### src/rtl/cnfp_pkg.sv
// Shared constants and controller/datapath interface types for the corner finder.
package cnfp_pkg;

   localparam int MAX_DIM_DEF = 64;
   localparam int CFG_W       = 7;
   localparam int CSR_IDX_W   = 1;
   localparam int CORNER_W    = 2;
   localparam int OUT_POS_W   = 6;

   localparam logic [CFG_W-1:0] DIM_RESET = CFG_W'(60);

   localparam logic [CSR_IDX_W-1:0] REG_IMAGE_HEIGHT = CSR_IDX_W'(0);
   localparam logic [CSR_IDX_W-1:0] REG_IMAGE_WIDTH  = CSR_IDX_W'(1);

   localparam logic [CORNER_W-1:0] CORNER_FIRST = CORNER_W'(0);
   localparam logic [CORNER_W-1:0] CORNER_LAST  = CORNER_W'(3);

   typedef struct packed {
      logic                accept;
      logic                square;
      logic                sqrt_go;
      logic                update;
      logic                advance;
      logic                load_out;
      logic                clear;
      logic [CORNER_W-1:0] corner;
   } cnfp_cmd_type;

   typedef struct packed {
      logic fg_pixel;
      logic sqrt_done;
      logic frame_last;
      logic rsp_taken;
   } cnfp_status_type;

endpackage

### src/rtl/cnfp_isqrt.sv
// Iterative ceiling square root, one result bit per cycle, result forced to at least one.
module cnfp_isqrt
   import cnfp_pkg::*;
#(
   parameter int CW = 6
) (
   input  logic              clock,
   input  logic              reset,
   input  logic              start,
   input  logic [2*CW:0]     operand,
   output logic              done,
   output logic [CW:0]       ring
);

   localparam int RW   = CW + 1;
   localparam int OPW  = 2 * RW;
   localparam int REMW = RW + 3;
   localparam int CNTW = $clog2(RW + 1);

   logic [OPW-1:0]  op_ff;
   logic [REMW-1:0] rem_ff;
   logic [RW-1:0]   root_ff;
   logic [CNTW-1:0] cnt_ff;
   logic            busy_ff;
   logic            fin_ff;
   logic            done_ff;
   logic [RW-1:0]   ring_ff;

   logic [REMW-1:0] rem_pre;
   logic [REMW-1:0] trial;
   logic            fits;

   assign rem_pre = {rem_ff[REMW-3:0], op_ff[OPW-1 -: 2]};
   assign trial   = REMW'({root_ff, 2'b01});
   assign fits    = (rem_pre >= trial);

   always_ff @(posedge clock) begin
      if (reset) begin
         busy_ff <= 1'b0;
         fin_ff  <= 1'b0;
         done_ff <= 1'b0;
      end else begin
         done_ff <= 1'b0;
         if (start) begin
            op_ff   <= {1'b0, operand};
            rem_ff  <= '0;
            root_ff <= '0;
            cnt_ff  <= '0;
            busy_ff <= 1'b1;
         end else if (busy_ff) begin
            rem_ff  <= fits ? (rem_pre - trial) : rem_pre;
            root_ff <= {root_ff[RW-2:0], fits};
            op_ff   <= op_ff << 2;
            cnt_ff  <= cnt_ff + CNTW'(1);
            if (cnt_ff == CNTW'(RW - 1)) begin
               busy_ff <= 1'b0;
               fin_ff  <= 1'b1;
            end
         end else if (fin_ff) begin
            fin_ff  <= 1'b0;
            done_ff <= 1'b1;
            if (root_ff == '0 && rem_ff == '0) begin
               ring_ff <= RW'(1);
            end else begin
               ring_ff <= root_ff + RW'(rem_ff != '0);
            end
         end
      end
   end

   assign done = done_ff;
   assign ring = ring_ff;

endmodule

### src/rtl/cnfp_ctrl.sv
// Sequencer: per-pixel corner loop and four-result drain at frame end.
module cnfp_ctrl
   import cnfp_pkg::*;
(
   input  logic            clock,
   input  logic            reset,
   input  logic            req_valid,
   output logic            req_ready,
   input  cnfp_status_type status,
   output cnfp_cmd_type    cmd
);

   typedef enum logic [2:0] {
      ST_IDLE,
      ST_SQUARE,
      ST_ROOT_GO,
      ST_ROOT_WAIT,
      ST_STEP,
      ST_EMIT,
      ST_HOLD
   } state_type;

   state_type           state_ff;
   logic [CORNER_W-1:0] corner_ff;

   always_comb begin
      cmd          = '0;
      cmd.corner   = corner_ff;
      cmd.accept   = req_valid && (state_ff == ST_IDLE);
      cmd.square   = (state_ff == ST_SQUARE);
      cmd.sqrt_go  = (state_ff == ST_ROOT_GO);
      cmd.update   = (state_ff == ST_ROOT_WAIT) && status.sqrt_done;
      cmd.advance  = (state_ff == ST_STEP);
      cmd.load_out = (state_ff == ST_EMIT);
      cmd.clear    = (state_ff == ST_HOLD) && status.rsp_taken && (corner_ff == CORNER_LAST);
   end

   assign req_ready = (state_ff == ST_IDLE);

   always_ff @(posedge clock) begin
      if (reset) begin
         state_ff  <= ST_IDLE;
         corner_ff <= CORNER_FIRST;
      end else begin
         unique case (state_ff)
            ST_IDLE: begin
               if (req_valid) begin
                  corner_ff <= CORNER_FIRST;
                  state_ff  <= status.fg_pixel ? ST_SQUARE : ST_STEP;
               end
            end
            ST_SQUARE: begin
               state_ff <= ST_ROOT_GO;
            end
            ST_ROOT_GO: begin
               state_ff <= ST_ROOT_WAIT;
            end
            ST_ROOT_WAIT: begin
               if (status.sqrt_done) begin
                  if (corner_ff == CORNER_LAST) begin
                     state_ff <= ST_STEP;
                  end else begin
                     corner_ff <= corner_ff + CORNER_W'(1);
                     state_ff  <= ST_SQUARE;
                  end
               end
            end
            ST_STEP: begin
               if (status.frame_last) begin
                  corner_ff <= CORNER_FIRST;
                  state_ff  <= ST_EMIT;
               end else begin
                  state_ff <= ST_IDLE;
               end
            end
            ST_EMIT: begin
               state_ff <= ST_HOLD;
            end
            ST_HOLD: begin
               if (status.rsp_taken) begin
                  if (corner_ff == CORNER_LAST) begin
                     state_ff <= ST_IDLE;
                  end else begin
                     corner_ff <= corner_ff + CORNER_W'(1);
                     state_ff  <= ST_EMIT;
                  end
               end
            end
            default: begin
               state_ff <= ST_IDLE;
            end
         endcase
      end
   end

endmodule

### src/rtl/cnfp_dp.sv
// Datapath: config registers, raster position, per-corner best keys, ring unit, result register.
module cnfp_dp
   import cnfp_pkg::*;
#(
   parameter int MAX_DIM = MAX_DIM_DEF
) (
   input  logic                 clock,
   input  logic                 reset,
   input  cnfp_cmd_type         cmd,
   output cnfp_status_type      status,
   input  logic                 req_pixel_on,
   input  logic                 req_frame_last,
   input  logic                 csr_wr_en,
   input  logic [CSR_IDX_W-1:0] csr_index,
   input  logic [CFG_W-1:0]     csr_data,
   output logic                 rsp_valid,
   input  logic                 rsp_ready,
   output logic [CORNER_W-1:0]  rsp_corner_id,
   output logic                 rsp_found,
   output logic [OUT_POS_W-1:0] rsp_hit_row,
   output logic [OUT_POS_W-1:0] rsp_hit_col,
   output logic                 rsp_last_result
);

   localparam int CW = $clog2(MAX_DIM);
   localparam int DW = $clog2(MAX_DIM + 1);
   localparam int SW = 2 * CW + 1;
   localparam int RW = CW + 1;
   localparam int NC = 4;

   function automatic logic [DW-1:0] clamp_dim(input logic [CFG_W-1:0] v);
      if (v == '0) begin
         return DW'(1);
      end else if (32'(v) > MAX_DIM) begin
         return DW'(MAX_DIM);
      end
      return DW'(v);
   endfunction

   function automatic logic [CW-1:0] edge_dist(input logic [CW-1:0] pos,
                                                input logic [DW-1:0] n,
                                                input logic          far_side);
      logic [DW:0] last_pos;
      last_pos = (DW+1)'(n) - (DW+1)'(1);
      if (!far_side) begin
         return pos;
      end else if ((DW+1)'(pos) <= last_pos) begin
         return CW'(last_pos - (DW+1)'(pos));
      end
      return '0;
   endfunction

   logic [CFG_W-1:0] csr_height_ff;
   logic [CFG_W-1:0] csr_width_ff;
   logic [CW-1:0]    row_ff;
   logic [CW-1:0]    col_ff;
   logic             last_ff;
   logic [CW-1:0]    dr_ff;
   logic [CW-1:0]    dc_ff;
   logic [SW-1:0]    d2_ff;

   logic          found_ff [NC];
   logic [RW-1:0] ring_ff  [NC];
   logic [CW-1:0] brow_ff  [NC];
   logic [CW-1:0] bcol_ff  [NC];

   logic                 rsp_valid_ff;
   logic [CORNER_W-1:0]  rsp_corner_id_ff;
   logic                 rsp_found_ff;
   logic [OUT_POS_W-1:0] rsp_hit_row_ff;
   logic [OUT_POS_W-1:0] rsp_hit_col_ff;
   logic                 rsp_last_result_ff;

   logic [DW-1:0]   eff_h;
   logic [DW-1:0]   eff_w;
   logic            in_frame;
   logic            far_r;
   logic            far_c;
   logic [CW-1:0]   dr_now;
   logic [CW-1:0]   dc_now;
   logic [2*CW-1:0] sq_r;
   logic [2*CW-1:0] sq_c;
   logic [SW-1:0]   d2_in;
   logic [DW:0]     col_p1;
   logic [DW:0]     row_p1;
   logic [CW-1:0]   best_dr;
   logic [CW-1:0]   best_dc;
   logic            sqrt_done;
   logic [RW-1:0]   new_ring;
   logic            better;
   logic            rsp_taken;

   assign eff_h    = clamp_dim(csr_height_ff);
   assign eff_w    = clamp_dim(csr_width_ff);
   assign in_frame = ((DW+1)'(row_ff) < (DW+1)'(eff_h)) && ((DW+1)'(col_ff) < (DW+1)'(eff_w));

   assign far_r  = cmd.corner[0];
   assign far_c  = cmd.corner[1];
   assign dr_now = edge_dist(row_ff, eff_h, far_r);
   assign dc_now = edge_dist(col_ff, eff_w, far_c);
   assign sq_r   = dr_now * dr_now;
   assign sq_c   = dc_now * dc_now;
   assign d2_in  = SW'(sq_r) + SW'(sq_c);

   assign col_p1 = (DW+1)'(col_ff) + (DW+1)'(1);
   assign row_p1 = (DW+1)'(row_ff) + (DW+1)'(1);

   assign best_dr = edge_dist(brow_ff[cmd.corner], eff_h, far_r);
   assign best_dc = edge_dist(bcol_ff[cmd.corner], eff_w, far_c);

   always_comb begin
      if (!found_ff[cmd.corner]) begin
         better = 1'b1;
      end else if (new_ring != ring_ff[cmd.corner]) begin
         better = (new_ring < ring_ff[cmd.corner]);
      end else if (dr_ff != best_dr) begin
         better = (dr_ff < best_dr);
      end else begin
         better = (dc_ff < best_dc);
      end
   end

   assign rsp_taken = rsp_valid_ff && rsp_ready;

   cnfp_isqrt #(
      .CW (CW)
   ) u_isqrt (
      .clock   (clock),
      .reset   (reset),
      .start   (cmd.sqrt_go),
      .operand (d2_ff),
      .done    (sqrt_done),
      .ring    (new_ring)
   );

   // config registers
   always_ff @(posedge clock) begin
      if (reset) begin
         csr_height_ff <= DIM_RESET;
         csr_width_ff  <= DIM_RESET;
      end else if (csr_wr_en) begin
         unique case (csr_index)
            REG_IMAGE_HEIGHT: csr_height_ff <= csr_data;
            REG_IMAGE_WIDTH:  csr_width_ff  <= csr_data;
         endcase
      end
   end

   // raster position and frame control
   always_ff @(posedge clock) begin
      if (reset) begin
         row_ff  <= '0;
         col_ff  <= '0;
         last_ff <= 1'b0;
      end else begin
         if (cmd.accept) begin
            last_ff <= req_frame_last;
         end
         if (cmd.clear) begin
            row_ff <= '0;
            col_ff <= '0;
         end else if (cmd.advance) begin
            if (!in_frame) begin
               row_ff <= '0;
               col_ff <= '0;
            end else if (col_p1 >= (DW+1)'(eff_w)) begin
               col_ff <= '0;
               row_ff <= (row_p1 >= (DW+1)'(eff_h)) ? '0 : CW'(row_p1);
            end else begin
               col_ff <= CW'(col_p1);
            end
         end
      end
   end

   // distance and squared-distance stage
   always_ff @(posedge clock) begin
      if (cmd.square) begin
         dr_ff <= dr_now;
         dc_ff <= dc_now;
         d2_ff <= d2_in;
      end
   end

   // per-corner best keys
   always_ff @(posedge clock) begin
      if (reset) begin
         for (int k = 0; k < NC; k++) begin
            found_ff[k] <= 1'b0;
         end
      end else if (cmd.clear) begin
         for (int k = 0; k < NC; k++) begin
            found_ff[k] <= 1'b0;
         end
      end else if (cmd.update && better) begin
         found_ff[cmd.corner] <= 1'b1;
      end
   end

   always_ff @(posedge clock) begin
      if (cmd.update && better) begin
         ring_ff[cmd.corner] <= new_ring;
         brow_ff[cmd.corner] <= row_ff;
         bcol_ff[cmd.corner] <= col_ff;
      end
   end

   // result register
   always_ff @(posedge clock) begin
      if (reset) begin
         rsp_valid_ff <= 1'b0;
      end else if (cmd.load_out) begin
         rsp_valid_ff <= 1'b1;
      end else if (rsp_taken) begin
         rsp_valid_ff <= 1'b0;
      end
   end

   always_ff @(posedge clock) begin
      if (cmd.load_out) begin
         rsp_corner_id_ff   <= cmd.corner;
         rsp_found_ff       <= found_ff[cmd.corner];
         rsp_hit_row_ff     <= found_ff[cmd.corner] ? OUT_POS_W'(brow_ff[cmd.corner]) : '0;
         rsp_hit_col_ff     <= found_ff[cmd.corner] ? OUT_POS_W'(bcol_ff[cmd.corner]) : '0;
         rsp_last_result_ff <= (cmd.corner == CORNER_LAST);
      end
   end

   assign status.fg_pixel   = in_frame && req_pixel_on;
   assign status.sqrt_done  = sqrt_done;
   assign status.frame_last = last_ff;
   assign status.rsp_taken  = rsp_taken;

   assign rsp_valid       = rsp_valid_ff;
   assign rsp_corner_id   = rsp_corner_id_ff;
   assign rsp_found       = rsp_found_ff;
   assign rsp_hit_row     = rsp_hit_row_ff;
   assign rsp_hit_col     = rsp_hit_col_ff;
   assign rsp_last_result = rsp_last_result_ff;

endmodule

### src/rtl/corner_nearest_foreground_pixel.sv
// Top level of the corner-nearest foreground pixel finder.
//
//   channel | ports                                              | handshake
//   --------+----------------------------------------------------+---------------
//   req     | req_pixel_on, req_frame_last                       | valid/ready
//   rsp     | rsp_corner_id, rsp_found, rsp_hit_row/col, last    | valid/ready
//   csr     | csr_index, csr_data                                | csr_wr_en only
//
// Background or out-of-frame pixel: accept, then position step.
// Foreground pixel: accept, then square, root start and root wait for each corner on the
// shared bit-serial ring (ceiling square root) unit, visited once per corner, then position step.
// Frame end: four results, each loaded and then held until taken; rsp_ready low stretches each one.
// Synchronous active-high reset; height and width return to 60, all corners cleared.
module corner_nearest_foreground_pixel
   import cnfp_pkg::*;
#(
   parameter int MAX_DIM = MAX_DIM_DEF
) (
   input  logic                 clock,
   input  logic                 reset,
   input  logic                 req_valid,
   output logic                 req_ready,
   input  logic                 req_pixel_on,
   input  logic                 req_frame_last,
   output logic                 rsp_valid,
   input  logic                 rsp_ready,
   output logic [CORNER_W-1:0]  rsp_corner_id,
   output logic                 rsp_found,
   output logic [OUT_POS_W-1:0] rsp_hit_row,
   output logic [OUT_POS_W-1:0] rsp_hit_col,
   output logic                 rsp_last_result,
   input  logic                 csr_wr_en,
   input  logic [CSR_IDX_W-1:0] csr_index,
   input  logic [CFG_W-1:0]     csr_data
);

   cnfp_cmd_type    cmd;
   cnfp_status_type status;

   cnfp_ctrl u_ctrl (
      .clock     (clock),
      .reset     (reset),
      .req_valid (req_valid),
      .req_ready (req_ready),
      .status    (status),
      .cmd       (cmd)
   );

   cnfp_dp #(
      .MAX_DIM (MAX_DIM)
   ) u_dp (
      .clock           (clock),
      .reset           (reset),
      .cmd             (cmd),
      .status          (status),
      .req_pixel_on    (req_pixel_on),
      .req_frame_last  (req_frame_last),
      .csr_wr_en       (csr_wr_en),
      .csr_index       (csr_index),
      .csr_data        (csr_data),
      .rsp_valid       (rsp_valid),
      .rsp_ready       (rsp_ready),
      .rsp_corner_id   (rsp_corner_id),
      .rsp_found       (rsp_found),
      .rsp_hit_row     (rsp_hit_row),
      .rsp_hit_col     (rsp_hit_col),
      .rsp_last_result (rsp_last_result)
   );

endmodule

### config.mk
export PLATFORM = sky130hd
export DESIGN_NAME = corner_nearest_foreground_pixel
export DESIGN_NICKNAME = d
export VERILOG_FILES = /design/src/rtl/cnfp_pkg.sv /design/src/rtl/cnfp_isqrt.sv /design/src/rtl/cnfp_ctrl.sv /design/src/rtl/cnfp_dp.sv /design/src/rtl/corner_nearest_foreground_pixel.sv
export SDC_FILE = /design/constraint.sdc
export NUM_CORES = 1
export LEC_CHECK = 0
export ABC_AREA = 1
export BUFFER_PORTS_ARGS = -buffer_cell sky130_fd_sc_hd__clkbuf_2
export CORE_ASPECT_RATIO = 1.25
export CORE_UTILIZATION = 35
export CTS_CLUSTER_DIAMETER = 60
export DETAILED_ROUTE_END_ITERATION = 12
export PLACE_DENSITY = 0.51
export SLEW_MARGIN = 20
export SYNTH_ARGS = -nofsm -noshare
export SYNTH_HDL_FRONTEND = slang
export SYNTH_SLANG_ARGS = --single-unit
export TNS_END_PERCENT = 5
### constraint.sdc
create_clock -name clock -period 9.2 [get_ports clock]
set_input_delay 2.76 -clock clock [delete_from_list [all_inputs] [get_ports clock]]
set_output_delay 2.76 -clock clock [all_outputs]
set_load 0.01 [all_outputs]
==> summary.txt, run 1 <==
Floorplan
  • Die area: approximately 37000 µm²
  • Io pins: 33
  • Die Width: 172 µm
  • Core area: between 30000 and 40000 µm²
  • Core Rows: 77
  • Initial Utilization: 0.356
  • Die height: approximately 210 µm

Pwr
  • Leak: 6.27 nW
  • PwrDens: approximately 240 nW/µm²
  • Peak VDD IR: about 150 µV
  • Total Power: ~0.0034 W

Final layout
  • Area grow syn2layout: 10.8%
  • Post-route insts no fill: 1898
  • Fillers: 3527
  • Layout Nets: 1589
  • Share of cells above drive strength 1: 0.0871
  • Diodes inserted: 0

Synthesis
  • Synth Instances: 1376
  • Synth cell count leaders: 268 x nand2_1, 219 x inv_1, 158 x edfxtp_1
  • Cell Area, Synth: around 13000 µm²
  • EDFF count, synth: roughly 160
  • Synth Register Bits: 200
  • Register area share after synthesis: 0.441
  • Synth Warn #: 0
  • Leading area contributor after synthesis: edfxtp_1
  • Avg Synthesized Cell Area: slightly above 9 µm²
  • Leading post-synthesis cells by cell area: edfxtp_1 37%, ha_1 12%, nand2_1 7.9%, dfxtp_1 6.6%, inv_1 6.5%
  • Synth unique cells: 57
  • Top-count cell post-synth: nand2_1
  • Synth Flop Type: edfxtp_1
  • Syn nets: ~1600
  • Synth async-reset ratio: 0
  • Yosys top cell area share: 0.375

Route
  • Vias: slightly above 9000
  • Post-Route WL: 30200 µm
  • Vias/cell: between 4 and 5
  • Wire per inst: between 15 and 20 µm
  • Starting DRT DRC Count: between 500 and 600
  • Initial DRT Pass Iterations: 5
  • DRC Markers: 0
  • Post-DRT Antenna Nets: 0

Worst setup path
  • Worst Path Class, Setup: flop to flop
  • Reg2reg setup slack: a little over 1 ns
  • Crit start category: flop
  • Critical Path Sink Type: flop
  • Worst Reg-to-Reg Cells: 37
  • Req. time, crit path: around 9.4 ns
  • Slowest stage cell, crit path: o21ai_0
  • CP dominant cell by count: nand2_1
  • Reg-to-reg startpoint: u_dp.csr_height_ff[3]$_SDFFE_PP1P_
  • WP data arrival: approximately 8.4 ns
  • CP max FO: 5
  • Reg-to-reg endpoint: u_dp.d2_ff[11]$_DFFE_PP_
  • Critical Path Max Stage Delay: 0.52 ns

Global routing
  • All-Layer GR Usage: 0.172
  • First-pass GRT wire length: 48400 µm
  • Vias in the first global route: 9190
  • Remaining global-route overflow: 0
  • Initial antenna violation count: 0
  • Largest net degree at the start of global routing: 42

STA
  • Setup TNS: 0 ns
  • # setup viols final: 0
  • RSZ-0062 raised after global routing: no
  • Worst Hold Slack: around 0.46 ns
  • Post-layout worst setup margin: between 1 and 1.5 ns
  • Max Freq: 122 MHz
  • Final worst path period need: a little over 8 ns
  • Max Slew Vio Count: 0
  • Final Cycle Share: 0.887
  • Post-Route Skew: 0.0223 ns
  • Final hold violations: 0
  • Worst slew margin: 0.347
  • Slew @ Worst Pin: 0.972 ns

Clock tree
  • Num CTS Buffers: 17
  • Clock slew at reported path FFs: 0.08 ns
  • Root Buffer: clkbuf_16
  • CTS max path bufs: 2
  • CTS sink cnt: 200
  • Post-cts resize count: 0
  • CTS tree: yes
  • Worst-Skew Late Latency: 0.46 ns
  • H-tree lvl count: 4
  • Post-CTS Setup Bufs: 0
  • Hold Buf Count CTS: 0

Placed design
  • Final Wtd Congestion: approximately 0.88
  • Post-detail-place hpwl: 23300 µm
  • Inst Count DP: roughly 1900
  • Pre-CTS WS: 1.06 ns
  • Port bufs: 32

Worst hold path
  • Worst Hold Depth: 1
  • Hold crit path type: flop to flop
  • Min-delay src: u_dp.u_isqrt.busy_ff$_SDFF_PP0_
  • Worst Hold Endpoint: u_dp.u_isqrt.done$_SDFF_PP0_

Outcome
  • Status: finished clean

Job
  • MaxCap Viol Count: 0
## area by class of cell
class | count | area (µm²) | share of cell area
well taps | 474 | 593 | 0.0423
multi-input cells | 916 | 6120 | 0.436
flip-flops and latches | 200 | 5590 | 0.398
clock buffers | 17 | 425 | 0.0303
clock inverters | 14 | 156 | 0.0111
inverters | 231 | 867 | 0.0618
repair buffers | 46 | 285 | 0.0203
## through the flow
step | util | cell area (µm²)
floorplan | - | 12700
global placement | 0.378 | 13400
detailed placement | 0.378 | 13500
CTS | 0.395 | 14000
global route | 0.395 | 14000
finish | 0.395 | 14000
## state kept, by name, summed over array words and instances (netlist names), 7 cells and up, named ones only
| name | flops |
|---|---|
| u_dp.u_isqrt.root_ff | 7 |
| u_dp.bcol_ff | 24 |
| u_dp.ring_ff | 28 |
| u_dp.u_isqrt.op_ff | 14 |
| u_dp.d2_ff | 13 |
| u_dp.brow_ff | 24 |
| u_dp.csr_height_ff | 7 |
| u_dp.csr_width_ff | 7 |
| u_dp.u_isqrt.rem_ff | 10 |
| u_dp.u_isqrt.ring | 7 |
## critical path: cells and delay by family (launching register included)
family,cells,cell delay (ns)
adder cells (fa/ha/maj),8,3.54
AO/OA/AOI/OAI,9,1.91
AND/OR/NAND/NOR,13,1.35
flip-flops,1,0.35
XOR/XNOR,2,0.44
buffers and inverters,5,0.34
## metal layers
layer / vias to the layer above / wire [µm] / track usage
li1: 4653 / - / -
met5: - / 0 / 0
met4: 0 / 855 / 0.0693
met1: 4377 / 13300 / 0.210
met3: 47 / 831 / 0.0282
met2: 153 / 15200 / 0.297
## cells by family after synthesis
group                    Yosys count  share of synthesized area
AND/OR/NAND/NOR                  497                      0.167
buffers and inverters            260                     0.0776
AO/OA/AOI/OAI                    218                      0.105
flip-flops                       200                      0.441
adder cells (fa/ha/maj)          162                      0.183
XOR/XNOR                          39                     0.0270
## worst max path at each step
stage | slack [ns] | start | to | cells past startpoint
2_1_floorplan | 2.04 | u_dp.csr_height_ff[2]$_SDFFE_PP1P_ | u_dp.d2_ff[11]$_DFFE_PP_ | 37
3_3_place_gp | 1.16 | u_dp.csr_height_ff[4]$_SDFFE_PP1P_ | u_dp.d2_ff[11]$_DFFE_PP_ | 37
3_5_place_dp | 1.06 | u_dp.csr_height_ff[4]$_SDFFE_PP1P_ | u_dp.d2_ff[11]$_DFFE_PP_ | 37
4_1_cts | 1.05 | u_dp.csr_height_ff[4]$_SDFFE_PP1P_ | u_dp.d2_ff[11]$_DFFE_PP_ | 37
5_1_grt | 0.46 | u_dp.csr_height_ff[3]$_SDFFE_PP1P_ | u_dp.d2_ff[12]$_DFFE_PP_ | 36
6_report | 1.04 | u_dp.csr_height_ff[3]$_SDFFE_PP1P_ | u_dp.d2_ff[11]$_DFFE_PP_ | 37
## cells in the final DEF, fill, tap and decap left out, types with 3 or more instances in the layout
cell,synthesis,layout
nand2_1,268,268
inv_1,219,219
edfxtp_1,158,158
ha_1,123,123
nor2_1,120,115
a21oi_1,90,89
o21ai_0,54,54
nand3_1,47,47
dfxtp_1,42,42
fa_1,39,39
xor2_1,32,32
clkbuf_2,0,32
clkbuf_16,0,17
nand4_1,14,14
buf_4,1,13
inv_2,11,11
nand2_2,11,11
o211ai_1,11,11
a211oi_1,10,10
nor3_1,10,10
nor2_2,4,9
xnor2_1,7,7
o21bai_1,6,6
o21ai_1,6,6
a32o_1,6,6
o221ai_1,5,5
o22ai_1,5,5
a32oi_1,5,5
inv_6,0,5
and2_1,4,4
or2_2,4,4
o31ai_1,3,3
nor4_1,3,3
clkinv_4,0,3
## power by group
group / switching (W) / internal (W) / leakage (nW) / total (W)
combinational: 0.000982 / 0.000516 / 4.20 / 0.00150
sequential: 0.0000542 / 0.00112 / 1.79 / 0.00118
clock: 0.000365 / 0.000383 / 0.283 / 0.000748
total: 0.00140 / 0.00202 / 6.27 / 0.00342
Note: power is estimated with default switching activity, not from simulation.
==> run 2, diff against run 1 <==
--- a/config.mk
+++ b/config.mk
@@ -12,6 +12,7 @@
 export CTS_CLUSTER_DIAMETER = 60
 export DETAILED_ROUTE_END_ITERATION = 12
 export PLACE_DENSITY = 0.51
+export REMOVE_ABC_BUFFERS = 1
 export SLEW_MARGIN = 20
 export SYNTH_ARGS = -nofsm -noshare
 export SYNTH_HDL_FRONTEND = slang
==> summary.txt, run 2 (synthesis gave the netlist of run 1 again) <==
STA
  • Final hold violations: 0 (unchanged)
  • Post-Route Skew: 0.0142 ns (-0.00813 ns)
  • Worst slew margin: 0.365 (+0.0180)
  • RSZ-0062 raised after global routing: no
  • Final Cycle Share: 0.883 (-0.00405)
  • # setup viols final: 0 (unchanged)
  • Max Freq: 123 MHz (+0.46%)
  • Max Slew Vio Count: 0 (unchanged)
  • Slew @ Worst Pin: 0.945 ns (-0.0268 ns)
  • Setup TNS: 0 ns (unchanged)
  • Final worst path period need: 8.13 ns (-0.0373 ns)

Floorplan
  • Die height: 215 µm (unchanged)
  • Core area: 35600 µm² (unchanged)
  • Io pins: 33 (unchanged)
  • Die area: 37000 µm² (unchanged)
  • Initial Utilization: 0.356 (unchanged)
  • Core Rows: 77 (unchanged)
  • Die Width: 172 µm (unchanged)

Worst setup path
  • Critical Path Max Stage Delay: 0.55 ns (+0.03 ns)
  • CP dominant cell by count: fa_1
  • Reg2reg setup slack: 1.07 ns (+0.04 ns)
  • Slowest stage cell, crit path: fa_1
  • Crit start category: flop
  • Critical Path Sink Type: flop
  • WP data arrival: 8.33 ns (-0.06 ns)
  • Worst Path Class, Setup: flop to flop
  • CP max FO: 5 (unchanged)
  • Req. time, crit path: 9.40 ns (-0.02 ns)

Final layout
  • Largest registers: u_dp.ring_ff x28, u_dp.bcol_ff x24, u_dp.brow_ff x24
  • Design Area, Final: 14000 µm² (-0.34%)
  • Leading cell types in the layout, fill and taps excluded: 268 x nand2_1, 219 x inv_1, 158 x edfxtp_1
  • Max reg flops: 28 (unchanged)
  • Share of cells above drive strength 1: 0.0842 (-0.00293)
  • Diodes inserted: 0 (unchanged)
  • Layout Nets: 1590 (+0.063%)
  • Top reg by flops: u_dp.ring_ff
  • Commonest non-fill, non-tap cell in the layout: nand2_1
  • Area grow syn2layout: 10.4%

Placed design
  • Final Wtd Congestion: 0.863 (-1.6%)
  • Port bufs: 32 (unchanged)
  • Post-DP Area: 13400 µm² (-0.17%)
  • Post-detail-place hpwl: 23300 µm (about the same)

Pwr
  • Peak VDD IR: 165 µV (+14%)
  • PwrDens: 240 nW/µm² (-1.5%)
  • Switching share of total power: 0.409 (-0.000701)
  • Combinational share of power: 0.442 (+0.004)
  • Int Pwr: 0.00199 W (-1.7%)
  • NetSw: 0.00137 W (-2.0%)
  • Seq pwr share: 0.352 (+0.008)
  • Clock power frac: 0.207 (-0.012)
  • Leak: 6.25 nW (-0.33%)

Route
  • Vias: 9225 (-0.054%)
  • Vias/cell: 4.86 (-0.16%)
  • DRC Markers: 0 (unchanged)
  • Initial DRT Pass Iterations: 4 (-1)
  • Post-Route WL: 30100 µm (-0.28%)
  • Post-DRT Antenna Nets: 0 (unchanged)
  • Starting DRT DRC Count: 519 (-11%)
  • Wire per inst: 15.8 µm (-0.38%)

Worst hold path
  • Hold crit path type: flop to flop

Clock tree
  • CTS max path bufs: 2 (unchanged)
  • H-tree lvl count: 4 (unchanged)
  • Worst-Skew Late Latency: 0.46 ns (about the same)
  • Num CTS Buffers: 17 (unchanged)
  • Post-CTS Setup Bufs: 0 (unchanged)
  • CTS tree: yes
  • CTS sink cnt: 200 (unchanged)
  • Post-cts resize count: 0 (unchanged)
  • Clock slew at reported path FFs: 0.07 ns (about the same)
  • Root Buffer: clkbuf_16
  • Hold Buf Count CTS: 0 (unchanged)

Global routing
  • All-Layer GR Usage: 0.173 (+0.000909)
  • Initial antenna violation count: 0 (unchanged)
  • Remaining global-route overflow: 0 (unchanged)
  • First-pass GRT wire length: 48700 µm (+0.61%)
  • Vias in the first global route: 9314 (+1.3%)
  • Largest net degree at the start of global routing: 41 (-2.4%)

Job
  • MaxCap Viol Count: 0 (unchanged)

Outcome
  • Status: finished clean
## run 2: cell count changes in the layout (fill, tap and decap cells not counted), sizes merged
cell / change
clkbuf: +2
buf: +1
bufinv: -1
clkinv: +1
inv: -1
## run 2: final cells by class
| class | count | area (µm²) |
|---|---|---|
| clock buffers | 19 | 433 |
| clock inverters | 13 | 96.3 |
| inverters | 231 | 867 |
| well taps | 474 | 593 |
| flip-flops and latches | 200 | 5590 |
| fillers | 3565 | 21600 |
| repair buffers | 47 | 293 |
| multi-input cells | 916 | 6120 |
## run 2: metrics by stage
stage	instances	hold slack [ns]	power, W	utilization	worst slack [ns]
after CTS	1899	0.453	0.00340	0.393	0.998
after global routing	1900	0.475	0.00365	0.393	0.311
after floorplan	1347	0.424	0.00226	-	2.03
final	1900	0.452	0.00336	0.393	1.07
after detailed placement	1867	0.446	0.00270	0.378	1.02
after global placement	1867	0.439	0.00268	0.378	1.19
## run 2: power by group through the flow
stage | sequential [W] | combinational (W) | clock, W
after floorplan | 0.00121 | 0.00106 | 0
after global placement | 0.00120 | 0.00148 | 0
after detailed placement | 0.00121 | 0.00149 | 0
after CTS | 0.00119 | 0.00150 | 0.000713
after global routing | 0.00119 | 0.00172 | 0.000741
final | 0.00118 | 0.00148 | 0.000694
## run 2: worst paths after layout
| path | from | to | cells past startpoint |
|---|---|---|---|
| setup / recovery | u_dp.csr_height_ff[5]$_SDFFE_PP1P_ | u_dp.d2_ff[12]$_DFFE_PP_ | 36 |
| hold / removal | u_dp.u_isqrt.busy_ff$_SDFF_PP0_ | u_dp.u_isqrt.done$_SDFF_PP0_ | 1 |
| hold reg to reg | u_dp.u_isqrt.busy_ff$_SDFF_PP0_ | u_dp.u_isqrt.done$_SDFF_PP0_ | 1 |
| setup reg to reg | u_dp.csr_height_ff[5]$_SDFFE_PP1P_ | u_dp.d2_ff[12]$_DFFE_PP_ | 36 |
## run 2: critical path, delay by kind of cell, from the launching register on
family                     cells  cell delay (ns)
and+or+nand+nor               12             1.29
xor gates and xnor gates       2             0.44
adders and majority gates      8             3.40
DFF                            1             0.40
buffers and inverters          5             0.43
AOI/OAI and AO/OA              9             1.96
## run 2: per-layer routing
| layer | share of wire | GRT usage | up-vias |
|---|---|---|---|
| met5 | 0 | 0 | - |
| li1 | - | - | 4664 |
| met2 | 0.50 | 0.294 | 124 |
| met4 | 0.036 | 0.0850 | 0 |
| met3 | 0.020 | 0.0197 | 43 |
| met1 | 0.44 | 0.214 | 4394 |
